$ cat src/rtl/ubxd_pkg.sv
`default_nettype none
package ubxd_pkg;

    localparam logic [7:0]  SYNC_FIRST      = 8'hB5;
    localparam logic [7:0]  SYNC_SECOND     = 8'h62;
    localparam logic [15:0] MAX_LEN_RESET   = 16'hFFFF;

    typedef enum logic [3:0] {
        PH_SYNC1   = 4'd0,
        PH_SYNC2   = 4'd1,
        PH_CLASS   = 4'd2,
        PH_ID      = 4'd3,
        PH_LEN_LO  = 4'd4,
        PH_LEN_HI  = 4'd5,
        PH_PAYLOAD = 4'd6,
        PH_CK_A    = 4'd7,
        PH_CK_B    = 4'd8
    } t_phase;

    typedef enum logic [1:0] {
        K_PAYLOAD = 2'd0,
        K_DONE    = 2'd1,
        K_LEN_ERR = 2'd2
    } t_kind;

    typedef struct packed {
        t_kind       kind;
        logic [7:0]  msg_class;
        logic [7:0]  msg_id;
        logic [7:0]  payload_byte;
        logic [15:0] byte_index;
        logic [15:0] payload_length;
        logic        checksum_ok;
        logic [15:0] received_checksum;
    } t_ubxd_res;

endpackage
`default_nettype wire

$ cat src/rtl/ubxd_parser.sv
`default_nettype none
module ubxd_parser
    import ubxd_pkg::*;
(
    input  wire logic        i_clk,
    input  wire logic        i_rst_n,
    input  wire logic        i_take,
    input  wire logic [7:0]  i_rx_byte,
    input  wire logic [15:0] i_max_len,
    output logic             o_res_valid,
    output t_ubxd_res        o_res
);

    t_phase      r_phase, n_phase;
    logic [7:0]  r_class, n_class;
    logic [7:0]  r_id, n_id;
    logic [15:0] r_len, n_len;
    logic [15:0] r_count, n_count;
    logic [7:0]  r_sum_a, n_sum_a;
    logic [7:0]  r_sum_b, n_sum_b;
    logic [7:0]  r_ck_a, n_ck_a;

    logic [7:0]  add_a;
    logic [7:0]  add_b;
    logic [15:0] len_full;
    logic [15:0] cnt_inc;
    logic        hit;
    t_ubxd_res   res;

    assign add_a    = r_sum_a + i_rx_byte;
    assign add_b    = r_sum_b + add_a;
    assign len_full = {i_rx_byte, r_len[7:0]};
    assign cnt_inc  = r_count + 16'd1;

    always_comb begin
        n_phase = r_phase;
        n_class = r_class;
        n_id    = r_id;
        n_len   = r_len;
        n_count = r_count;
        n_sum_a = r_sum_a;
        n_sum_b = r_sum_b;
        n_ck_a  = r_ck_a;
        hit     = 1'b0;
        res.kind              = K_PAYLOAD;
        res.msg_class         = r_class;
        res.msg_id            = r_id;
        res.payload_byte      = '0;
        res.byte_index        = '0;
        res.payload_length    = r_len;
        res.checksum_ok       = 1'b0;
        res.received_checksum = '0;
        case (r_phase)
            PH_SYNC2: begin
                if (i_rx_byte == SYNC_SECOND) begin
                    n_phase = PH_CLASS;
                end else begin
                    n_phase = (i_rx_byte == SYNC_FIRST) ? PH_SYNC2 : PH_SYNC1;
                end
            end
            PH_CLASS: begin
                n_class = i_rx_byte;
                n_sum_a = i_rx_byte;
                n_sum_b = i_rx_byte;
                n_phase = PH_ID;
            end
            PH_ID: begin
                n_id    = i_rx_byte;
                n_sum_a = add_a;
                n_sum_b = add_b;
                n_phase = PH_LEN_LO;
            end
            PH_LEN_LO: begin
                n_len   = {8'd0, i_rx_byte};
                n_sum_a = add_a;
                n_sum_b = add_b;
                n_phase = PH_LEN_HI;
            end
            PH_LEN_HI: begin
                n_len   = len_full;
                n_sum_a = add_a;
                n_sum_b = add_b;
                n_count = '0;
                if (len_full > i_max_len) begin
                    hit                = 1'b1;
                    res.kind           = K_LEN_ERR;
                    res.payload_length = len_full;
                    n_phase            = PH_SYNC1;
                end else if (len_full == 16'd0) begin
                    n_phase = PH_CK_A;
                end else begin
                    n_phase = PH_PAYLOAD;
                end
            end
            PH_PAYLOAD: begin
                n_sum_a          = add_a;
                n_sum_b          = add_b;
                hit              = 1'b1;
                res.kind         = K_PAYLOAD;
                res.payload_byte = i_rx_byte;
                res.byte_index   = r_count;
                n_count          = cnt_inc;
                if (cnt_inc >= r_len) begin
                    n_phase = PH_CK_A;
                end
            end
            PH_CK_A: begin
                n_ck_a  = i_rx_byte;
                n_phase = PH_CK_B;
            end
            PH_CK_B: begin
                hit                   = 1'b1;
                res.kind              = K_DONE;
                res.checksum_ok       = (r_ck_a == r_sum_a) && (i_rx_byte == r_sum_b);
                res.received_checksum = {i_rx_byte, r_ck_a};
                n_phase               = PH_SYNC1;
            end
            default: begin
                n_phase = (i_rx_byte == SYNC_FIRST) ? PH_SYNC2 : PH_SYNC1;
            end
        endcase
    end

    always_ff @(posedge i_clk) begin
        if (!i_rst_n) begin
            r_phase <= PH_SYNC1;
            r_class <= '0;
            r_id    <= '0;
            r_len   <= '0;
            r_count <= '0;
            r_sum_a <= '0;
            r_sum_b <= '0;
            r_ck_a  <= '0;
        end else if (i_take) begin
            r_phase <= n_phase;
            r_class <= n_class;
            r_id    <= n_id;
            r_len   <= n_len;
            r_count <= n_count;
            r_sum_a <= n_sum_a;
            r_sum_b <= n_sum_b;
            r_ck_a  <= n_ck_a;
        end
    end

    assign o_res_valid = i_take && hit;
    assign o_res       = res;

endmodule
`default_nettype wire

$ cat src/rtl/ubx_frame_deframer_unit.sv
`default_nettype none
// Channel   Direction  Handshake                  Payload
// rx        in         i_rx_valid / o_rx_ready    i_rx_byte
// res       out        o_res_valid / i_res_ready  o_kind .. o_received_checksum
// cfg       in         i_cfg_we                   i_cfg_wdata (max payload length)
//
// One byte is accepted per cycle while o_rx_ready is high; a result is registered
// in the output register, or in the skid register while that one holds an untaken result.
// A skid register behind the output register lets a byte be taken while one
// result waits; o_rx_ready drops only when both hold results.
// Synchronous active-low reset returns the parser to sync hunting and sets the
// length limit to 65535.
module ubx_frame_deframer_unit
    import ubxd_pkg::*;
(
    input  wire logic        i_clk,
    input  wire logic        i_rst_n,
    input  wire logic        i_rx_valid,
    output logic             o_rx_ready,
    input  wire logic [7:0]  i_rx_byte,
    input  wire logic        i_cfg_we,
    input  wire logic [15:0] i_cfg_wdata,
    output logic             o_res_valid,
    input  wire logic        i_res_ready,
    output logic [1:0]       o_kind,
    output logic [7:0]       o_msg_class,
    output logic [7:0]       o_msg_id,
    output logic [7:0]       o_payload_byte,
    output logic [15:0]      o_byte_index,
    output logic [15:0]      o_payload_length,
    output logic             o_checksum_ok,
    output logic [15:0]      o_received_checksum
);

    logic [15:0] r_max_len;
    logic        take;
    logic        push;
    logic        pop;
    t_ubxd_res   push_res;
    logic        r_out_valid;
    t_ubxd_res   r_out;
    logic        r_skd_valid;
    t_ubxd_res   r_skd;

    always_ff @(posedge i_clk) begin
        if (!i_rst_n) begin
            r_max_len <= MAX_LEN_RESET;
        end else if (i_cfg_we) begin
            r_max_len <= i_cfg_wdata;
        end
    end

    assign o_rx_ready = !r_skd_valid;
    assign take       = i_rx_valid && o_rx_ready;
    assign pop        = r_out_valid && i_res_ready;

    ubxd_parser u_parser (
        .i_clk       (i_clk),
        .i_rst_n     (i_rst_n),
        .i_take      (take),
        .i_rx_byte   (i_rx_byte),
        .i_max_len   (r_max_len),
        .o_res_valid (push),
        .o_res       (push_res)
    );

    always_ff @(posedge i_clk) begin
        if (!i_rst_n) begin
            r_out_valid <= 1'b0;
            r_skd_valid <= 1'b0;
        end else if (r_skd_valid) begin
            if (pop) begin
                r_out_valid <= 1'b1;
                r_skd_valid <= 1'b0;
            end
        end else if (push) begin
            if (!r_out_valid || pop) begin
                r_out_valid <= 1'b1;
            end else begin
                r_skd_valid <= 1'b1;
            end
        end else if (pop) begin
            r_out_valid <= 1'b0;
        end
    end

    always_ff @(posedge i_clk) begin
        if (r_skd_valid) begin
            if (pop) begin
                r_out <= r_skd;
            end
        end else if (push) begin
            if (!r_out_valid || pop) begin
                r_out <= push_res;
            end else begin
                r_skd <= push_res;
            end
        end
    end

    assign o_res_valid         = r_out_valid;
    assign o_kind              = r_out.kind;
    assign o_msg_class         = r_out.msg_class;
    assign o_msg_id            = r_out.msg_id;
    assign o_payload_byte      = r_out.payload_byte;
    assign o_byte_index        = r_out.byte_index;
    assign o_payload_length    = r_out.payload_length;
    assign o_checksum_ok       = r_out.checksum_ok;
    assign o_received_checksum = r_out.received_checksum;

    a_skid_needs_out: assert property (@(posedge i_clk) disable iff (!i_rst_n)
        r_skd_valid |-> r_out_valid)
        else $error("skid register holds an item while output register is empty");

    a_no_push_when_full: assert property (@(posedge i_clk) disable iff (!i_rst_n)
        r_skd_valid |-> !push)
        else $error("result produced while both output stages are full");

    a_payload_fields_clear: assert property (@(posedge i_clk) disable iff (!i_rst_n)
        (o_res_valid && o_kind != K_PAYLOAD) |-> (o_payload_byte == 8'd0
            && o_byte_index == 16'd0))
        else $error("payload fields set on a non-payload item");

    a_index_below_length: assert property (@(posedge i_clk) disable iff (!i_rst_n)
        (o_res_valid && o_kind == K_PAYLOAD) |-> (o_byte_index < o_payload_length))
        else $error("payload index at or beyond declared length");

endmodule
`default_nettype wire
$ cat config.mk
export PLATFORM = sky130hd
export DESIGN_NAME = ubx_frame_deframer_unit
export DESIGN_NICKNAME = d
export VERILOG_FILES = /design/src/rtl/ubxd_pkg.sv /design/src/rtl/ubxd_parser.sv /design/src/rtl/ubx_frame_deframer_unit.sv
export SDC_FILE = /design/constraint.sdc
export NUM_CORES = 1
export LEC_CHECK = 0
export BUFFER_PORTS_ARGS = -buffer_cell sky130_fd_sc_hd__buf_2
export CAP_MARGIN = 15
export CORE_MARGIN = 4
export CORE_UTILIZATION = 49
export CTS_BUF_LIST = sky130_fd_sc_hd__clkbuf_16
export DETAILED_ROUTE_END_ITERATION = 12
export PLACE_DENSITY = 0.68
export SETUP_SLACK_MARGIN = 0.02
export SYNTH_ARGS = -nofsm -noshare
export SYNTH_HDL_FRONTEND = slang
export SYNTH_HIERARCHICAL = 1
export SYNTH_SLANG_ARGS = --single-unit
$ cat constraint.sdc
create_clock -name i_clk -period 6.98 [get_ports i_clk]
set_input_delay 0.349 -clock i_clk [delete_from_list [all_inputs] [get_ports i_clk]]
set_output_delay 0.349 -clock i_clk [all_outputs]
set_load 0.01 [all_outputs]
-- Yosys cells after proc, flatten, opt, wreduce, memory -nomap -nowiden
Cells that the tools add are included.
- flip-flop bits (word level): 244
- input port bits: 29
- output and inout bits: 77
- logic and storage cells: 109
- add/subtract/negate cells: 3
- $lt $le $gt $ge: 2
- eq/ne operators: 15
- multiplexer cells: 31
- bitwise operators: 3
- reduce and logical (&&, ||, !) cells: 27
- operators by type and width (cell ; count):
    $mux 75 ; 4
    $pmux 16 s2 ; 2
    $mux 16 ; 2
    $pmux 4 s8 ; 1
    $pmux 8 s2 ; 2
    $mux 24 ; 1
    $mux 17 ; 1
    $add 16x1->16 const B ; 1
    $add 8x8->8 ; 2
    $eq 4x3->1 const B ; 4
    $eq 8x8->1 ; 2
    $ge 16x16->1 ; 1
    $gt 16x16->1 ; 1
    $logic_not 16->1 ; 1
    $reduce_and 2->1 ; 7
    $mux 1 ; 12
    $reduce_and 3->1 ; 4
    $reduce_bool 2->1 ; 6
    $eq 4x2->1 const B ; 2
    $eq 8x7->1 const B ; 1
    $eq 8x8->1 const B ; 1
    $mux 4 ; 2
    $eq 4x1->1 const B ; 1
    $eq 4x4->1 const B ; 1
    other kinds (13) ; 19

-- Depth between registers and ports, before layout
- depth in word-level cells: 6
- depth in mapped cells: 15
- mapped depth without buffers: 15

-- Modules after synthesis
Netlist, hierarchy kept.
- by module, submodules not included (module ; instances ; cells an instance ; area each (µm²) ; seq. area each (µm²)):
    ubx_frame_deframer_unit ; 1 ; 301 ; 6397.4 ; 4864.7
    ubxd_parser ; 1 ; 677 ; 5605.4 ; 1521.5

-- Worst setup path before layout
OpenSTA, ideal clock, no wires.
- kind: input to register
- from: input port i_rx_byte[6]
- to: register r_out, in the netlist o_byte_index[0], enable pin
- setup time: 0.533 ns
- arrival: 5.739 ns
- data required time: 6.447 ns
- setup slack: 0.708 ns
- stages: 9
- path buffers: 0
- path through: ha_1 and4_1 or4b_1 a21oi_1 a2111o_1 nand4_4 a21oi_1 mux2i_1 a21oi_1
- word-level cells in the longest chain between the ends: 6
- ends and longest elaborated chain (item ; line ; RTL):
    start, declared ; ubx_frame_deframer_unit.sv:20 ; input wire logic [7:0] i_rx_byte,
    $gt 16x16->1 ; ubxd_parser.sv:84 ; if (len_full > i_max_len) begin
    $mux 1 ; ubxd_parser.sv:84 ;
    $pmux 1 s2 ; ubxd_parser.sv:53 ; case (r_phase)
    $logic_and 1x1->1 ; ubxd_parser.sv:146 ; assign o_res_valid = i_take && hit;
    named net push ; ubx_frame_deframer_unit.sv:37 ; logic push;
    $reduce_bool 2->1 (no source line) ; - ;
    $reduce_and 3->1 (no source line) ; - ;
    end signal, assigned ; ubx_frame_deframer_unit.sv:90 ; r_out <= r_skd;
    end signal, assigned ; ubx_frame_deframer_unit.sv:94 ; r_out <= push_res;
    end, declared ; ubx_frame_deframer_unit.sv:41 ; t_ubxd_res r_out;
The timed path passes the listed nets, and every way through them passes these cells.
A chain may end at the register's enable or synchronous reset.

-- Worst setup path in the final report
- from: register r_max_len[13]
- to: register r_out, in the netlist o_payload_length[0], enable pin
- word-level cells in the longest chain between the ends: 6
- ends and longest elaborated chain (item ; line ; RTL):
    start, declared ; ubx_frame_deframer_unit.sv:35 ; logic [15:0] r_max_len;
    start signal, assigned ; ubx_frame_deframer_unit.sv:49 ; r_max_len <= i_cfg_wdata;
    $gt 16x16->1 ; ubxd_parser.sv:84 ;
    $mux 1 ; ubxd_parser.sv:84 ;
    $pmux 1 s2 ; ubxd_parser.sv:53 ;
    $logic_and 1x1->1 ; ubxd_parser.sv:146 ;
    named net push ; ubx_frame_deframer_unit.sv:37 ;
    $reduce_bool 2->1 (no source line) ; - ;
    $reduce_and 3->1 (no source line) ; - ;
The timed path passes the listed nets, and every way through them passes these cells.

==> impl_metrics.py <==
metrics = {
    "floorplan": {
        "die_x_um": 165,
        "rows": 57,
        "coreArea_mm2": 0.0242,
        "top_level_ports": 106,
        "die_y_um": 165,
        "dieArea_mm2": 0.0271,
        "start_util_pct": 49.6,
    },
    "critical_path": {
        "path_common_cell": "a21oi_1",
        "cp.arrival_ps": 4440,
        "path_class": "register to register",
        "slowest_stage": "a21oi_4",
        "worst_path_largest_cell_delay_ps": 860,
        "crit_chain": "inv_1 > ha_1 > and4_1 > or4b_1 > a21oi_1 > a2111o_1 > nand4_4 > a21oi_1 > mux2i_1 > a21oi_4 > buf_4",
        "start_kind": "register",
        "critPathRequiredTime_ps": 7120,
        "cp-end-kind": "register",
        "cp_max_fo": 46,
    },
    "power": {
        "powerDensity_mw_per_mm2": 237,
        "p_leak_nw": 5.47,
        "ir_drop_mv": 0.159,
    },
    "synthesis": {
        "synth_cell_types": 63,
        "syn_inst": 978,
        "netlist_area_mm2": 0.0120,
        "synthFlopType": "edfxtp_1",
        "yosys_warnings": 6,
        "ys_seq_elements": 244,
        "synth_top_area_cell": "edfxtp_1",
        "yosys-top-cells-area": "edfxtp_1, dfxtp_1, mux2_4",
        "synth_async_sr_flop_share_pct": 0,
        "ys_seq_area_share_pct": 53.2,
        "avgSynthCellArea_um2": 12.3,
        "synth_nets": 1056,
        "synth_edf_count": 150,
        "synth_top_area_share_pct": 37.5,
    },
    "cts": {
        "clkLatencyLatePin_ps": 510,
        "hold_buffers": 0,
        "cts_tree": "built",
        "root_buffer": "clkbuf_16",
        "cts_max_level": 1,
        "path_clk_slew_ps": 60,
        "post_cts_resized": 0,
        "clock_path_buffers": 3,
        "cts_setup_buffers": 0,
        "cts_num_sinks": 244,
        "cts_made_buffers": 25,
    },
    "sta": {
        "timing.final.hold_violations": 0,
        "setup_violations": 0,
        "rsz0062_at_grt": "no",
        "clock.fmax_ghz": 0.232,
        "final.period_utilization_pct": 61.7,
        "setup_slack_ps": 2670,
        "setup_tns_ps": 0,
        "slew_viol_final": 0,
        "maxSlewHeadroom_pct": 24.3,
        "finalCriticalPeriod_ps": 4310,
        "tightest_slew_ps": 1130,
        "finalClockSkew_ps": 20.4,
    },
    "global_routing": {
        "grt_pass1_vias": 7245,
        "gr-total-overflow": 0,
        "grt_first_pass_wirelength_um": 38200,
        "antenna_found_initial": 0,
        "grt_max_degree": 98,
        "grtUsageTotal_pct": 17.6,
    },
    "drt": {
        "vias": 7417,
        "antenna_left": 0,
        "routed_wl_um": 24100,
        "route.detailed.drc": 0,
        "drt-initial-drc-count": 500,
        "dr.pass1.iters": 5,
        "post_drt_wl_per_cell_um": 17.3,
        "routed_via_density": 5.32,
    },
    "outcome": {
        "status": "complete, no violations",
    },
    "placement": {
        "gp_congestion": 0.809,
        "port_buffers": 105,
        "dpl.hpwl_um": 16300,
        "dp_slack_ps": 2330,
    },
    "cells_and_area": {
        "area_growth_pct": 12.1,
        "final_cell_mix": "edfxtp_1, buf_2, dfxtp_1",
        "final_common_cell": "edfxtp_1",
        "layout-drive-gt1-share_pct": 22.8,
        "nets": 1130,
        "diodes": 0,
    },
    "run": {
        "max_cap_viol_count": 0,
    },
    "worst_hold_path": {
        "hp-class": "input port to register",
    },
}
-- final timing paths --
check                      start  slack [ps]                   to  cells after the start
setup / recovery   r_max_len[13]        2670  o_payload_length[0]                     11
setup reg to reg   r_max_len[13]        2670  o_payload_length[0]                     11
hold / removal    i_cfg_wdata[0]          50         r_max_len[0]                      3
hold reg to reg    r_max_len[11]         470        r_max_len[11]                      2
-- critical path, delay by kind of cell (launching register included) --
family          cells  cell delay [ps]
fa+ha+maj           1              290
simple gates        3              900
compound gates      4             1570
buf+inv             2              650
mux                 1              170
flops               1              330
-- state kept, by name, indices dropped and copies added, names as in the netlist --
signal               flops
o_checksum_ok            1
u_parser/r_len          16
r_max_len               16
u_parser/r_sum_a         8
o_msg_id                 8
u_parser/r_id            8
o_msg_class              8
o_kind                   2
u_parser/r_ck_a          8
r_skd                   75
u_parser/r_phase         4
o_res_valid              1
o_byte_index            16
r_skd_valid              1
u_parser/r_count        16
o_received_checksum     16
o_payload_byte           8
o_payload_length        16
u_parser/r_sum_b         8
u_parser/r_class         8
-- metrics by stage --
step / power [mW] / std cells / hold WS [ps] / area [µm²] / util, %
floorplan: 1.75 / 978 / 422 / 12000 / -
global placement: 1.79 / 1349 / 450 / 12600 / 52.0
detailed placement: 1.80 / 1349 / 457 / 12600 / 52.0
CTS: 3.22 / 1394 / 23.8 / 13500 / 55.7
global route: 3.30 / 1394 / 30.8 / 13500 / 55.7
finish: 3.18 / 1394 / 48.9 / 13500 / 55.7
-- logic make-up after synthesis --
logic type      synth area share (%)
compound gates                  7.60
buf+inv                         4.83
fa+ha+maj                       5.23
mux                             14.2
xor+xnor                        3.21
flops                           53.2
simple gates                    11.7
-- where the power goes --
| part | switching, mW | internal (mW) | leakage [nW] | total [mW] |
|---|---|---|---|---|
| Clock | 0.542 | 0.872 | 0.424 | 1.41 |
| Sequential | 0.0239 | 1.53 | 2.07 | 1.56 |
| Combinational | 0.122 | 0.0906 | 2.98 | 0.213 |
| Total | 0.688 | 2.50 | 5.47 | 3.18 |
-- final cells by class --
cell class,instances,area [µm²]
clock buffers,25,626
clock inverters,20,249
fillers,2032,10700
inverters,44,165
multi-input cells,626,5050
flip-flops and latches,244,6390
well taps,324,405
repair buffers,111,571
-- routing by layer --
metal | up-vias | routed length, µm | global-route usage (%)
li1 | 3682 | - | -
met1 | 3526 | 11600 | 26.1
met2 | 189 | 10800 | 27.9
met3 | 20 | 1410 | 2.35
met4 | 0 | 302 | 3.59
met5 | - | 0 | 0
-- Yosys cell counts (all sizes together), types with 2 or more instances --
cell	instances
nor2	30
a31o	2
a21o	12
o21bai	2
a31oi	2
and2b	2
nand4	12
mux2	85
clkbuf	28
inv	44
xnor2	30
nor3	10
and4	5
a22oi	4
a211oi	2
mux2i	49
nand2	61
nand3b	4
nand2b	3
a21boi	23
and2	6
buf	36
o31ai	2
xor2	14
or2	2
nand3	25
nor3b	2
fa	2
o21a	5
a211o	2
nor4	4
or4	4
o41ai	2
o211ai	3
o221ai	3
edfxtp	150
and3	44
nor2b	39
ha	47
a21oi	41
o21ai	35
dfxtp	94
No activity file was read; power rests on OpenSTA's default activity.
